[src/sv/multidim_histogram_binner_unit_macros.svh]
// ---------------------------------------------------------------------------
// Histogram binner assertion macros
// Concurrent assertion wrappers that compile to nothing in synthesis.
// ---------------------------------------------------------------------------
`ifndef MULTIDIM_HISTOGRAM_BINNER_UNIT_MACROS_SVH
`define MULTIDIM_HISTOGRAM_BINNER_UNIT_MACROS_SVH
`ifndef SYNTHESIS
// Consequent must hold in the same cycle as the antecedent.
`define MHB_ASSERT_NOW(label, ante, cons) \
  label: assert property (@(posedge clk) disable iff (!rst_n) (ante) |-> (cons)) \
    else $error("histogram binner assertion failed");
// Consequent must hold in the cycle after the antecedent.
`define MHB_ASSERT_NEXT(label, ante, cons) \
  label: assert property (@(posedge clk) disable iff (!rst_n) (ante) |=> (cons)) \
    else $error("histogram binner assertion failed");
`else
`define MHB_ASSERT_NOW(label, ante, cons)
`define MHB_ASSERT_NEXT(label, ante, cons)
`endif
`endif

[src/sv/mhb_pkg.sv]
// ---------------------------------------------------------------------------
// Histogram binner package
// Shared types, codes and constants of the histogram binner.
// ---------------------------------------------------------------------------
package mhb_pkg;

  localparam int IDX_W     = 12;
  localparam int OUT_CNT_W = 16;
  localparam int SAMPLE_W  = 16;
  localparam int SCALE_W   = 24;
  localparam int CFG_AW    = 5;
  localparam int CFG_DW    = 32;

  localparam int DEF_BINS_X      = 16;
  localparam int DEF_BINS_Y      = 16;
  localparam int DEF_BINS_Z      = 16;
  localparam int DEF_COUNT_WIDTH = 16;

  localparam logic [SCALE_W-1:0] SCALE_RESET = 24'h010000;

  typedef enum logic [1:0] {
    CMD_ADD   = 2'd0,
    CMD_READ  = 2'd1,
    CMD_CLEAR = 2'd2,
    CMD_NOP   = 2'd3
  } cmd_e;

  typedef enum logic [2:0] {
    REG_LOWER_X = 3'd0,
    REG_LOWER_Y = 3'd1,
    REG_LOWER_Z = 3'd2,
    REG_SCALE_X = 3'd3,
    REG_SCALE_Y = 3'd4,
    REG_SCALE_Z = 3'd5
  } cfg_reg_e;

  typedef enum logic [2:0] {
    ST_CLEAR,
    ST_IDLE,
    ST_MUL,
    ST_BIN,
    ST_LIN,
    ST_ADDR,
    ST_RD,
    ST_DONE
  } state_e;

  typedef struct packed {
    logic signed [SAMPLE_W-1:0] lower_x;
    logic signed [SAMPLE_W-1:0] lower_y;
    logic signed [SAMPLE_W-1:0] lower_z;
    logic [SCALE_W-1:0]         scale_x;
    logic [SCALE_W-1:0]         scale_y;
    logic [SCALE_W-1:0]         scale_z;
  } cfg_t;

  typedef struct packed {
    logic capture;
    logic mul;
    logic bin;
    logic lin;
    logic addr;
    logic mem_rd;
    logic mem_we;
    logic done;
    logic clr_start;
    logic clr_run;
    cmd_e op;
  } ctrl_cmd_t;

  typedef struct packed {
    logic clr_last;
    logic out_free;
  } dp_stat_t;

endpackage

[src/sv/mhb_cfg.sv]
// ---------------------------------------------------------------------------
// Histogram binner configuration registers
// APB-style register file holding axis lower bounds and scales.
// ---------------------------------------------------------------------------
module mhb_cfg (
  input  logic                        clk,
  input  logic                        rst_n,
  input  logic                        psel,
  input  logic                        penable,
  input  logic                        pwrite,
  input  logic [mhb_pkg::CFG_AW-1:0]  paddr,
  input  logic [mhb_pkg::CFG_DW-1:0]  pwdata,
  output logic [mhb_pkg::CFG_DW-1:0]  prdata,
  output logic                        pready,
  output mhb_pkg::cfg_t               cfg
);
  import mhb_pkg::*;

  cfg_t     cfg_r;
  cfg_t     cfg_nxt;
  cfg_reg_e reg_sel;
  logic     wr_en;

  assign reg_sel = cfg_reg_e'(paddr[CFG_AW-1:2]);
  assign wr_en   = psel && penable && pwrite;
  assign pready  = 1'b1;
  assign cfg     = cfg_r;

  always_comb begin
    cfg_nxt = cfg_r;
    if (wr_en) begin
      unique case (reg_sel)
        REG_LOWER_X: cfg_nxt.lower_x = pwdata[SAMPLE_W-1:0];
        REG_LOWER_Y: cfg_nxt.lower_y = pwdata[SAMPLE_W-1:0];
        REG_LOWER_Z: cfg_nxt.lower_z = pwdata[SAMPLE_W-1:0];
        REG_SCALE_X: cfg_nxt.scale_x = pwdata[SCALE_W-1:0];
        REG_SCALE_Y: cfg_nxt.scale_y = pwdata[SCALE_W-1:0];
        REG_SCALE_Z: cfg_nxt.scale_z = pwdata[SCALE_W-1:0];
        default:     cfg_nxt = cfg_r;
      endcase
    end
  end

  always_comb begin
    unique case (reg_sel)
      REG_LOWER_X: prdata = CFG_DW'(cfg_r.lower_x);
      REG_LOWER_Y: prdata = CFG_DW'(cfg_r.lower_y);
      REG_LOWER_Z: prdata = CFG_DW'(cfg_r.lower_z);
      REG_SCALE_X: prdata = CFG_DW'(cfg_r.scale_x);
      REG_SCALE_Y: prdata = CFG_DW'(cfg_r.scale_y);
      REG_SCALE_Z: prdata = CFG_DW'(cfg_r.scale_z);
      default:     prdata = '0;
    endcase
  end

  always_ff @(posedge clk) begin
    if (!rst_n) begin
      cfg_r.lower_x <= '0;
      cfg_r.lower_y <= '0;
      cfg_r.lower_z <= '0;
      cfg_r.scale_x <= SCALE_RESET;
      cfg_r.scale_y <= SCALE_RESET;
      cfg_r.scale_z <= SCALE_RESET;
    end else begin
      cfg_r <= cfg_nxt;
    end
  end

endmodule

[config.mk]
export PLATFORM = sky130hd
export DESIGN_NAME = mhb_cfg
export DESIGN_NICKNAME = d
export VERILOG_FILES = /design/src/sv/multidim_histogram_binner_unit_macros.svh /design/src/sv/mhb_pkg.sv /design/src/sv/mhb_cfg.sv
export SDC_FILE = /design/constraint.sdc
export NUM_CORES = 1
export LEC_CHECK = 0
export ABC_AREA = 1
export BUFFER_PORTS_ARGS = -buffer_cell sky130_fd_sc_hd__buf_4
export CAP_MARGIN = 0
export CORE_UTILIZATION = 45
export CTS_BUF_LIST = sky130_fd_sc_hd__clkbuf_16
export CTS_CLUSTER_DIAMETER = 120
export DETAILED_ROUTE_END_ITERATION = 7
export GPL_ROUTABILITY_DRIVEN = 0
export PLACE_DENSITY = 0.72
export SYNTH_ARGS = -nofsm -noshare
export SYNTH_HDL_FRONTEND = slang
export SYNTH_SLANG_ARGS = --single-unit
[constraint.sdc]
create_clock -name clk -period 2.5 [get_ports clk]
set_clock_uncertainty 0.2 [all_clocks]
set_input_delay 0.5 -clock clk [delete_from_list [all_inputs] [get_ports clk]]
set_output_delay 0.5 -clock clk [all_outputs]
set_load 0.05 [all_outputs]
==> metrics.txt <==
RSZ-0062 raised after global routing false; Startpoint Class primary input; cell taking the most area after synthesis dfxtp_1; Synth Area in Adders 0; Clock Pin Slew Worst Setup and Hold Paths 0.05 ns; worst-path maximum fanout 9; Crit path top cell by count buf_4; Clock Latency Late Sink 0.41 ns; share of the synthesized area in the top cell type 0.398; final worst-path cycle share 0.955; remaining global-route overflow 0; area grow syn2layout 36.1%; largest net degree at the start of global routing 41; Net Count, Synth roughly 1000; fin area approximately 0.0082 mm2; DRC 0; nets approximately 1200; layout cell share with drive strength beyond 1 0.232; post-synthesis sequential area ratio 0.398; total wire length roughly 20000 um; CTS Buf Count 17; leakage between 4 and 5 nW; crit path setup slack, layout approximately 0.11 ns; drt wl/cell between 10 and 15 um; Tot Pwr roughly 4.9 mW; initial antenna violation count 0; slowest stage delay, CP 0.20 ns; max FFs per register 120; Netlist Area Pre-Place 0.00604 mm2; Synth area leaders dfxtp_1 40%, nand2_1 17%, nor2_1 17%; Setup CP Type primary input to primary output; CP required about 1.8 ns; Root Buffer clkbuf_16; Max VDD drop around 380 uV; Worst path top cell family by delay buffers and inverters; CP Cell Sequence buf_4, inv_2, nand3_2, nor2_1, nor2_4, buf_4, nand2_1, buf_4; vias after detailed routing about 6700; Initial Util 0.471; post-synthesis simple-gate area fraction 0.500; CP Capture Type primary output; number of inserted diodes 0; most common cell after layout, fill and taps aside nand2_1; fmax 419 MHz; CP arrival ~1.7 ns; most frequent cells in the layout 273 x nand2_1, 270 x nor2_1, 205 x buf_4; IO Pins 195; final core utilization 0.641; R2R Setup Slk 1.66 ns; Mapped Cells approximately 970; hold_sp pwdata[16]; Hold Path Class primary input to register; hpwl dp 13600 um; top layer in use met4; CTS sink count between 100 and 150; dpl cell area ~0.0076 mm2; pwr dens between 500 and 600 mW/mm2; Pre-antenna DRT Iters 5; Slew Limit Fails 0; met2 routed WL 9570 um; min cycle time layout around 2.4 ns; met1 WL 7930 um; outcome complete, no violations; worst-case clock buffer depth 2; Place WS about 0.096 ns; compound-gate portion of the synthesized area 0.00415; Ys Warns 0; die height 118 um; CTS tree done; final setup vio count 0; R2R Path End cfg[24]$_SDFFE_PN0P_; end of the worst hold path cfg[64]$_SDFFE_PN1P_; die width between 100 and 150 um; num rows around 40; worst-case reg-to-reg path depth 2; mux cell area share after synthesis 0; hold path depth 3; vias in the first global route around 6000; max cap viols 0; # hold bufs at CTS 0; syn_area_per_cell 6.24 um2; die area 0.0139 mm2; Via-to-Cell Ratio between 5 and 6; worst path bufs/invs 4; largest family of logic cells by synthesized area simple AND/OR/NAND/NOR gates; Yosys reg bits 120; Cell variety after synth 19; R2R Path Start cfg[24]$_SDFFE_PN0P_; post-synthesis xor/xnor area fraction 0; DR WL met3 approximately 1500 um; first-pass GRT wire length between 30000 and 40000 um; H-tree depth 4; critical path's slowest cell nor2_1; Initial DRC Count 464; final hold vios 0; IO buf count between 150 and 200; Antenna Nets Post-Route 0; Total GRT Usage 0.285; core box area about 0.013 mm2
==> area by class of cell <==
type                            instances  area (um2)
Fill cell                            1216        4610
Multi-Input combinational cell        722        3080
Sequential cell                       120        2400
Timing Repair Buffer                  216        1750
Clock buffer                           17         425
Tap cell                              172         215
Inverter                               53         205
Clock inverter                         14         140
==> kinds of logic after synthesis <==
kind of cell | count (synthesis)
compound gates | 5
buf+inv | 126
flops | 120
other cells | 1
simple gates | 716
==> power by group <==
part | switching, mW | internal [mW]
combinational | 0.384 | 0.172
sequential | 0.0213 | 1.94
clock | 0.856 | 1.53
total | 1.26 | 3.64
==> metrics by stage <==
step / hold WS [ns] / TNS, ns / instances
floorplan: 0.426 / -0.409 / 968
global placement: 0.282 / 0 / 1283
detailed placement: 0.291 / 0 / 1283
CTS: 0.114 / 0 / 1314
global route: 0.133 / 0 / 1314
finish: 0.124 / 0 / 1314
==> cells in the mapped netlist <==
| library cell | instances |
|---|---|
| nand2_1 | 274 |
| nor2_1 | 272 |
| dfxtp_1 | 120 |
| nand3_1 | 114 |
| inv_1 | 49 |
| nand4_1 | 41 |
| buf_2 | 24 |
| buf_4 | 21 |
| clkbuf_1 | 19 |
| buf_1 | 8 |
| nor2_4 | 7 |
| inv_2 | 4 |
| nor2_2 | 4 |
| nand3_2 | 3 |
| o21ai_0 | 3 |
| a21oi_1 | 2 |
| buf_6 | 1 |
| conb_1 | 1 |
| nand2_2 | 1 |
==> worst reg2reg max path, stage by stage (launching register included) <==
cell and delay (ns):
dfxtp_1 0.41, nor2_1 0.08, nor2_1 0.10
==> how the worst max path moves through the flow <==
stage	from	end	cells after the start
CTS	paddr[4]	prdata[3]	8
global route	paddr[4]	prdata[18]	8
global placement	paddr[4]	prdata[17]	8
floorplan	paddr[4]	prdata[25]	8
finish	paddr[3]	prdata[15]	8
detailed placement	paddr[4]	prdata[3]	8
==> per-layer routing <==
metal,vias up,track usage
li1,3340,-
met1,3030,0.334
met2,271,0.484
met3,46,0.0775
met4,0,0.130
met5,-,0
==> repair_timing <==
item	4_1_cts	5_1_grt
gates resized for setup	0	2
buffers inserted	0	0
setup endpoints to repair	0	4
hold endpoints to repair	0	0
No activity file was read; power rests on OpenSTA's default activity.
