### config.mk
export PLATFORM = sky130hd
export DESIGN_NAME = mhb_ctrl
export DESIGN_NICKNAME = d
export VERILOG_FILES = /design/src/sv/multidim_histogram_binner_unit_macros.svh /design/src/sv/mhb_pkg.sv /design/src/sv/mhb_ctrl.sv
export SDC_FILE = /design/constraint.sdc
export NUM_CORES = 1
export LEC_CHECK = 0
export BUFFER_PORTS_ARGS = -buffer_cell sky130_fd_sc_hd__buf_4
export CORE_AREA = 2 2 39 41
export CTS_BUF_LIST = sky130_fd_sc_hd__clkbuf_4
export DETAILED_ROUTE_END_ITERATION = 10
export DIE_AREA = 0 0 41 43
export SYNTH_ARGS = -nofsm -noshare
export SYNTH_HDL_FRONTEND = slang
export SYNTH_SLANG_ARGS = --single-unit
### constraint.sdc
create_clock -name clk -period 0.95 [get_ports clk]
set_input_delay 0.0475 -clock clk [delete_from_list [all_inputs] [get_ports clk]]
set_output_delay 0.0475 -clock clk [all_outputs]
set_load 0.05 [all_outputs]
### src/sv/multidim_histogram_binner_unit_macros.svh
// ---------------------------------------------------------------------------
// Histogram binner assertion macros
// Concurrent assertion wrappers that compile to nothing in synthesis.
// ---------------------------------------------------------------------------
`ifndef MULTIDIM_HISTOGRAM_BINNER_UNIT_MACROS_SVH
`define MULTIDIM_HISTOGRAM_BINNER_UNIT_MACROS_SVH
`ifndef SYNTHESIS
// Consequent must hold in the same cycle as the antecedent.
`define MHB_ASSERT_NOW(label, ante, cons) \
  label: assert property (@(posedge clk) disable iff (!rst_n) (ante) |-> (cons)) \
    else $error("histogram binner assertion failed");
// Consequent must hold in the cycle after the antecedent.
`define MHB_ASSERT_NEXT(label, ante, cons) \
  label: assert property (@(posedge clk) disable iff (!rst_n) (ante) |=> (cons)) \
    else $error("histogram binner assertion failed");
`else
`define MHB_ASSERT_NOW(label, ante, cons)
`define MHB_ASSERT_NEXT(label, ante, cons)
`endif
`endif

### src/sv/mhb_pkg.sv
// ---------------------------------------------------------------------------
// Histogram binner package
// Shared types, codes and constants of the histogram binner.
// ---------------------------------------------------------------------------
package mhb_pkg;

  localparam int IDX_W     = 12;
  localparam int OUT_CNT_W = 16;
  localparam int SAMPLE_W  = 16;
  localparam int SCALE_W   = 24;
  localparam int CFG_AW    = 5;
  localparam int CFG_DW    = 32;

  localparam int DEF_BINS_X      = 16;
  localparam int DEF_BINS_Y      = 16;
  localparam int DEF_BINS_Z      = 16;
  localparam int DEF_COUNT_WIDTH = 16;

  localparam logic [SCALE_W-1:0] SCALE_RESET = 24'h010000;

  typedef enum logic [1:0] {
    CMD_ADD   = 2'd0,
    CMD_READ  = 2'd1,
    CMD_CLEAR = 2'd2,
    CMD_NOP   = 2'd3
  } cmd_e;

  typedef enum logic [2:0] {
    REG_LOWER_X = 3'd0,
    REG_LOWER_Y = 3'd1,
    REG_LOWER_Z = 3'd2,
    REG_SCALE_X = 3'd3,
    REG_SCALE_Y = 3'd4,
    REG_SCALE_Z = 3'd5
  } cfg_reg_e;

  typedef enum logic [2:0] {
    ST_CLEAR,
    ST_IDLE,
    ST_MUL,
    ST_BIN,
    ST_LIN,
    ST_ADDR,
    ST_RD,
    ST_DONE
  } state_e;

  typedef struct packed {
    logic signed [SAMPLE_W-1:0] lower_x;
    logic signed [SAMPLE_W-1:0] lower_y;
    logic signed [SAMPLE_W-1:0] lower_z;
    logic [SCALE_W-1:0]         scale_x;
    logic [SCALE_W-1:0]         scale_y;
    logic [SCALE_W-1:0]         scale_z;
  } cfg_t;

  typedef struct packed {
    logic capture;
    logic mul;
    logic bin;
    logic lin;
    logic addr;
    logic mem_rd;
    logic mem_we;
    logic done;
    logic clr_start;
    logic clr_run;
    cmd_e op;
  } ctrl_cmd_t;

  typedef struct packed {
    logic clr_last;
    logic out_free;
  } dp_stat_t;

endpackage

### src/sv/mhb_ctrl.sv
// ---------------------------------------------------------------------------
// Histogram binner controller
// Sequences clearing passes, bin computation, counter updates and reads.
// ---------------------------------------------------------------------------
module mhb_ctrl (
  input  logic                 clk,
  input  logic                 rst_n,
  input  logic                 in_valid,
  input  mhb_pkg::cmd_e        in_cmd,
  output logic                 in_ready,
  input  mhb_pkg::dp_stat_t    stat,
  output mhb_pkg::ctrl_cmd_t   cmd
);
  import mhb_pkg::*;

  state_e state_r;
  state_e state_nxt;
  cmd_e   op_r;
  cmd_e   op_nxt;

  always_ff @(posedge clk) begin
    if (!rst_n) begin
      state_r <= ST_CLEAR;
      op_r    <= CMD_NOP;
    end else begin
      state_r <= state_nxt;
      op_r    <= op_nxt;
    end
  end

  always_comb begin
    state_nxt = state_r;
    op_nxt    = op_r;
    in_ready  = 1'b0;
    cmd       = '0;
    cmd.op    = op_r;
    unique case (state_r)
      ST_CLEAR: begin
        cmd.clr_run = 1'b1;
        cmd.mem_we  = 1'b1;
        if (stat.clr_last) begin
          // A clear command still owes its result; the pass after reset does not.
          state_nxt = (op_r == CMD_CLEAR) ? ST_DONE : ST_IDLE;
        end
      end
      ST_IDLE: begin
        in_ready = 1'b1;
        if (in_valid) begin
          cmd.capture = 1'b1;
          op_nxt      = in_cmd;
          unique case (in_cmd)
            CMD_ADD:   state_nxt = ST_MUL;
            CMD_READ:  state_nxt = ST_ADDR;
            CMD_CLEAR: begin
              state_nxt     = ST_CLEAR;
              cmd.clr_start = 1'b1;
            end
            default:   state_nxt = ST_DONE;
          endcase
        end
      end
      ST_MUL: begin
        cmd.mul   = 1'b1;
        state_nxt = ST_BIN;
      end
      ST_BIN: begin
        cmd.bin   = 1'b1;
        state_nxt = ST_LIN;
      end
      ST_LIN: begin
        cmd.lin   = 1'b1;
        state_nxt = ST_ADDR;
      end
      ST_ADDR: begin
        cmd.addr  = 1'b1;
        state_nxt = ST_RD;
      end
      ST_RD: begin
        cmd.mem_rd = 1'b1;
        state_nxt  = ST_DONE;
      end
      ST_DONE: begin
        if (stat.out_free) begin
          cmd.done   = 1'b1;
          cmd.mem_we = (op_r == CMD_ADD);
          state_nxt  = ST_IDLE;
        end
      end
      default: state_nxt = ST_IDLE;
    endcase
  end

endmodule

==> reports/results.ini <==
[setup_path]
path_cells=and4bb_4, and2_4, buf_8
max_stage_delay_ns=0.35
rr_endpoint=state_r[0]
ff2ff_setup_slack_ns=-0.27
critPathMaxFanout=4
crit_slowest_cell=dfxtp_4
r2r_cells=5
endpoint_kind=output pin
cp_top_family=simple AND/OR/NAND/NOR gates
crit_type=flop to output pin
startpoint_type=flop
reg2reg_from=state_r[1]
critPathBufInv=1
worstPathArrival_ns=1.24
cp.required_ns=0.90

[pwr]
total_power_w=0.00164
leakage_nw=0.423
vdd_drop_max_uv=1020
power.density_nw_per_um2=1810

[final_layout]
finalInstanceArea_um2=908
layout-drive-gt1-share_pct=67.4
final.fill_count=132
multiInputGateArea_um2=349
final_nets=103
antenna_cells=0
area_growth_pct=116
seqCellArea_um2=116

[grt]
track_usage_pct=17.0
grt_pass1_wl_um=2000
grt.overflow.total=0
grt_pass1_vias=486
grt_max_degree=9
antenna_found_initial=0

[sta]
setup_viol=16
setup_slack_ns=-0.342
rsz0062_at_grt=yes
finalHoldViolations=0
final_max_slew_viol_count=0
period_share_pct=136
fmax_mhz=774
fin_skew_ns=0.00645
final.min_clock_period_ns=1.29
tightestPinTransition_ns=0.216
slew_headroom_pct=85.6

[clock_tree]
numCtsBuffers=3
clk_path_buf_depth=2
clock_sinks=5
clk_pin_slew_ns=0.05
cts.htree.levels=1
clk_latency_ns=0.25
cts-root-buf=clkbuf_4
cts_tree=yes

[floorplanning]
ios=20
rows=14
die_x_um=41
die_y_um=43
die_area_um2=1760
core-area_um2=1380
initial_core_util_pct=30.4

[drt]
routedWlPerCell_um=12.1
avgViaCountPerCell=4.93
ant_nets=0
totalWireLength_um=1300
drt_iter0_drc=11
firstDrtPassIters=4
dr_total_vias=532
drc=0

[logic_synthesis]
synth.avg_cell_area_um2=7.93
syn_area_um2=420
ys_async_sr_fraction_pct=0
synth-main-ff-cell=dfxtp_1
synth_seq_cells=5
synthTopCellsByCount=nor3_1, dfxtp_1, inv_1, nand2_1, nor2_1
synthCells=53
synth_edf_count=0
synth_warnings=0
synth_top_area_share_pct=23.8
synth_fp_nets=63
synth_top_area_cell=dfxtp_1
synth_area_leaders=dfxtp_1, ha_1, nor3_1
yosysUniqueCellTypes=26
yosysMostFrequentCell=nor3_1
ys_seq_area_share_pct=23.8

[worst_hold_path]
hold_start=in_cmd[1]
hold_path_depth=3
hold_path_end=op_r[1]
hold_path.class=input pin to flop

[flow_run]
cap_violations=0

[placed_design]
place_congestion=0.832
hpwl_um=922
placement.cell_area_um2=709
io_buffer_count=19

[run_status]
status=finished with violations
violations=negative setup slack

## timing repair
action | CTS | global route
endpoints found under the hold margin | 2 | 0
hold buffers | 1 | 0
pin swaps | 5 | 4
setup endpoints to repair | 16 | 16
gates resized for setup | 31 | 3
buffers inserted | 4 | 1
## sequential cells by signal, summed over array words and instances (netlist names)
name,flops
state_r,3
op_r,2
## logic make-up after synthesis
kind of cell | after synthesis | share of synthesized area [%]
simple gates | 28 | 39.0
mux | 2 | 4.76
xor+xnor | 1 | 2.08
buf+inv | 8 | 10.7
compound gates | 6 | 10.7
fa+ha+maj | 3 | 8.93
flops | 5 | 23.8
## placed cells by master, fill, tap and decap left out
| cell | netlist | final |
|---|---|---|
| xor2_1 | 1 | 1 |
| inv_2 | 0 | 2 |
| o21ai_0 | 2 | 2 |
| ha_1 | 3 | 3 |
| nand2b_1 | 1 | 1 |
| o2111a_1 | 1 | 1 |
| nor2_1 | 4 | 2 |
| inv_1 | 5 | 3 |
| buf_4 | 2 | 20 |
| a221o_1 | 1 | 1 |
| nor3_1 | 6 | 1 |
| buf_8 | 0 | 6 |
| nand3_1 | 1 | 1 |
| nand2_2 | 1 | 1 |
| nor3_2 | 0 | 1 |
| nor2_4 | 0 | 2 |
| nand2_1 | 4 | 4 |
| or2b_1 | 1 | 1 |
| a31oi_1 | 1 | 1 |
| or2_4 | 0 | 1 |
| dfxtp_2 | 0 | 1 |
| dfxtp_4 | 0 | 4 |
| o211ai_1 | 1 | 1 |
| nand4_1 | 2 | 2 |
| clkbuf_4 | 0 | 4 |
| buf_6 | 1 | 11 |
| and4_1 | 2 | 2 |
| and2_4 | 0 | 2 |
| nor3_4 | 0 | 4 |
| mux2i_1 | 2 | 2 |
| and3_2 | 1 | 2 |
| dlygate4sd3_1 | 0 | 1 |
| and4bb_4 | 1 | 1 |
## worst register-to-register path, stage by stage (launching register included)
cell	delay, ns
dfxtp_4	0.36
buf_4	0.15
buf_4	0.15
nor3_2	0.16
a31oi_1	0.06
o2111a_1	0.22
## worst max path at each step
stage	from	endpoint	slack, ns	cells past startpoint
final	state_r[2]	cmd[3]	-0.34	3
after global routing	state_r[0]	cmd[5]	-0.37	4
after CTS	state_r[1]	cmd[3]	-0.34	3
after detailed placement	state_r[2]	op_r[1]	-0.14	3
after global placement	state_r[2]	op_r[0]	-0.15	3
after floorplan	state_r[0]	cmd[5]	-0.34	3
## metal layers
metal	global-route usage, %	vias to the layer above	routed length [um]	share of wire [%]
met5	0	-	0	0
met4	10.7	0	12	0.92
met3	4.71	2	98	7.5
met2	24.7	23	665	51
met1	21.1	245	528	40
li1	-	262	-	-
## through the flow
step                      hold WS (ns)  TNS [ns]  cells  util, %  setup WS [ns]
after floorplan                  0.109     -1.73     53        -         -0.336
after global placement           0.249     -1.24     98     51.3         -0.150
after detailed placement         0.244     -1.23     98     51.3         -0.137
after CTS                       0.0466     -3.96    107     64.3         -0.341
after global routing            0.0635     -4.69    108     65.6         -0.373
final                           0.0452     -4.02    108     65.6         -0.342
## area by class of cell
cell class	instances	area share (%)
inverter	5	2.07
clock buffer	4	3.31
tap	16	2.20
multi-input combinational	40	38.4
sequential	5	12.8
timing repair buffer	38	41.2
## power by group
part	leakage (nW)	internal, W	switching, W	total (W)
sequential	0.0425	0.000249	0.0000511	0.000300
clock	0.0184	0.000188	0.000100	0.000288
combinational	0.362	0.000498	0.000555	0.00105
total	0.423	0.000935	0.000707	0.00164
Note: power is estimated with default switching activity, not from simulation.
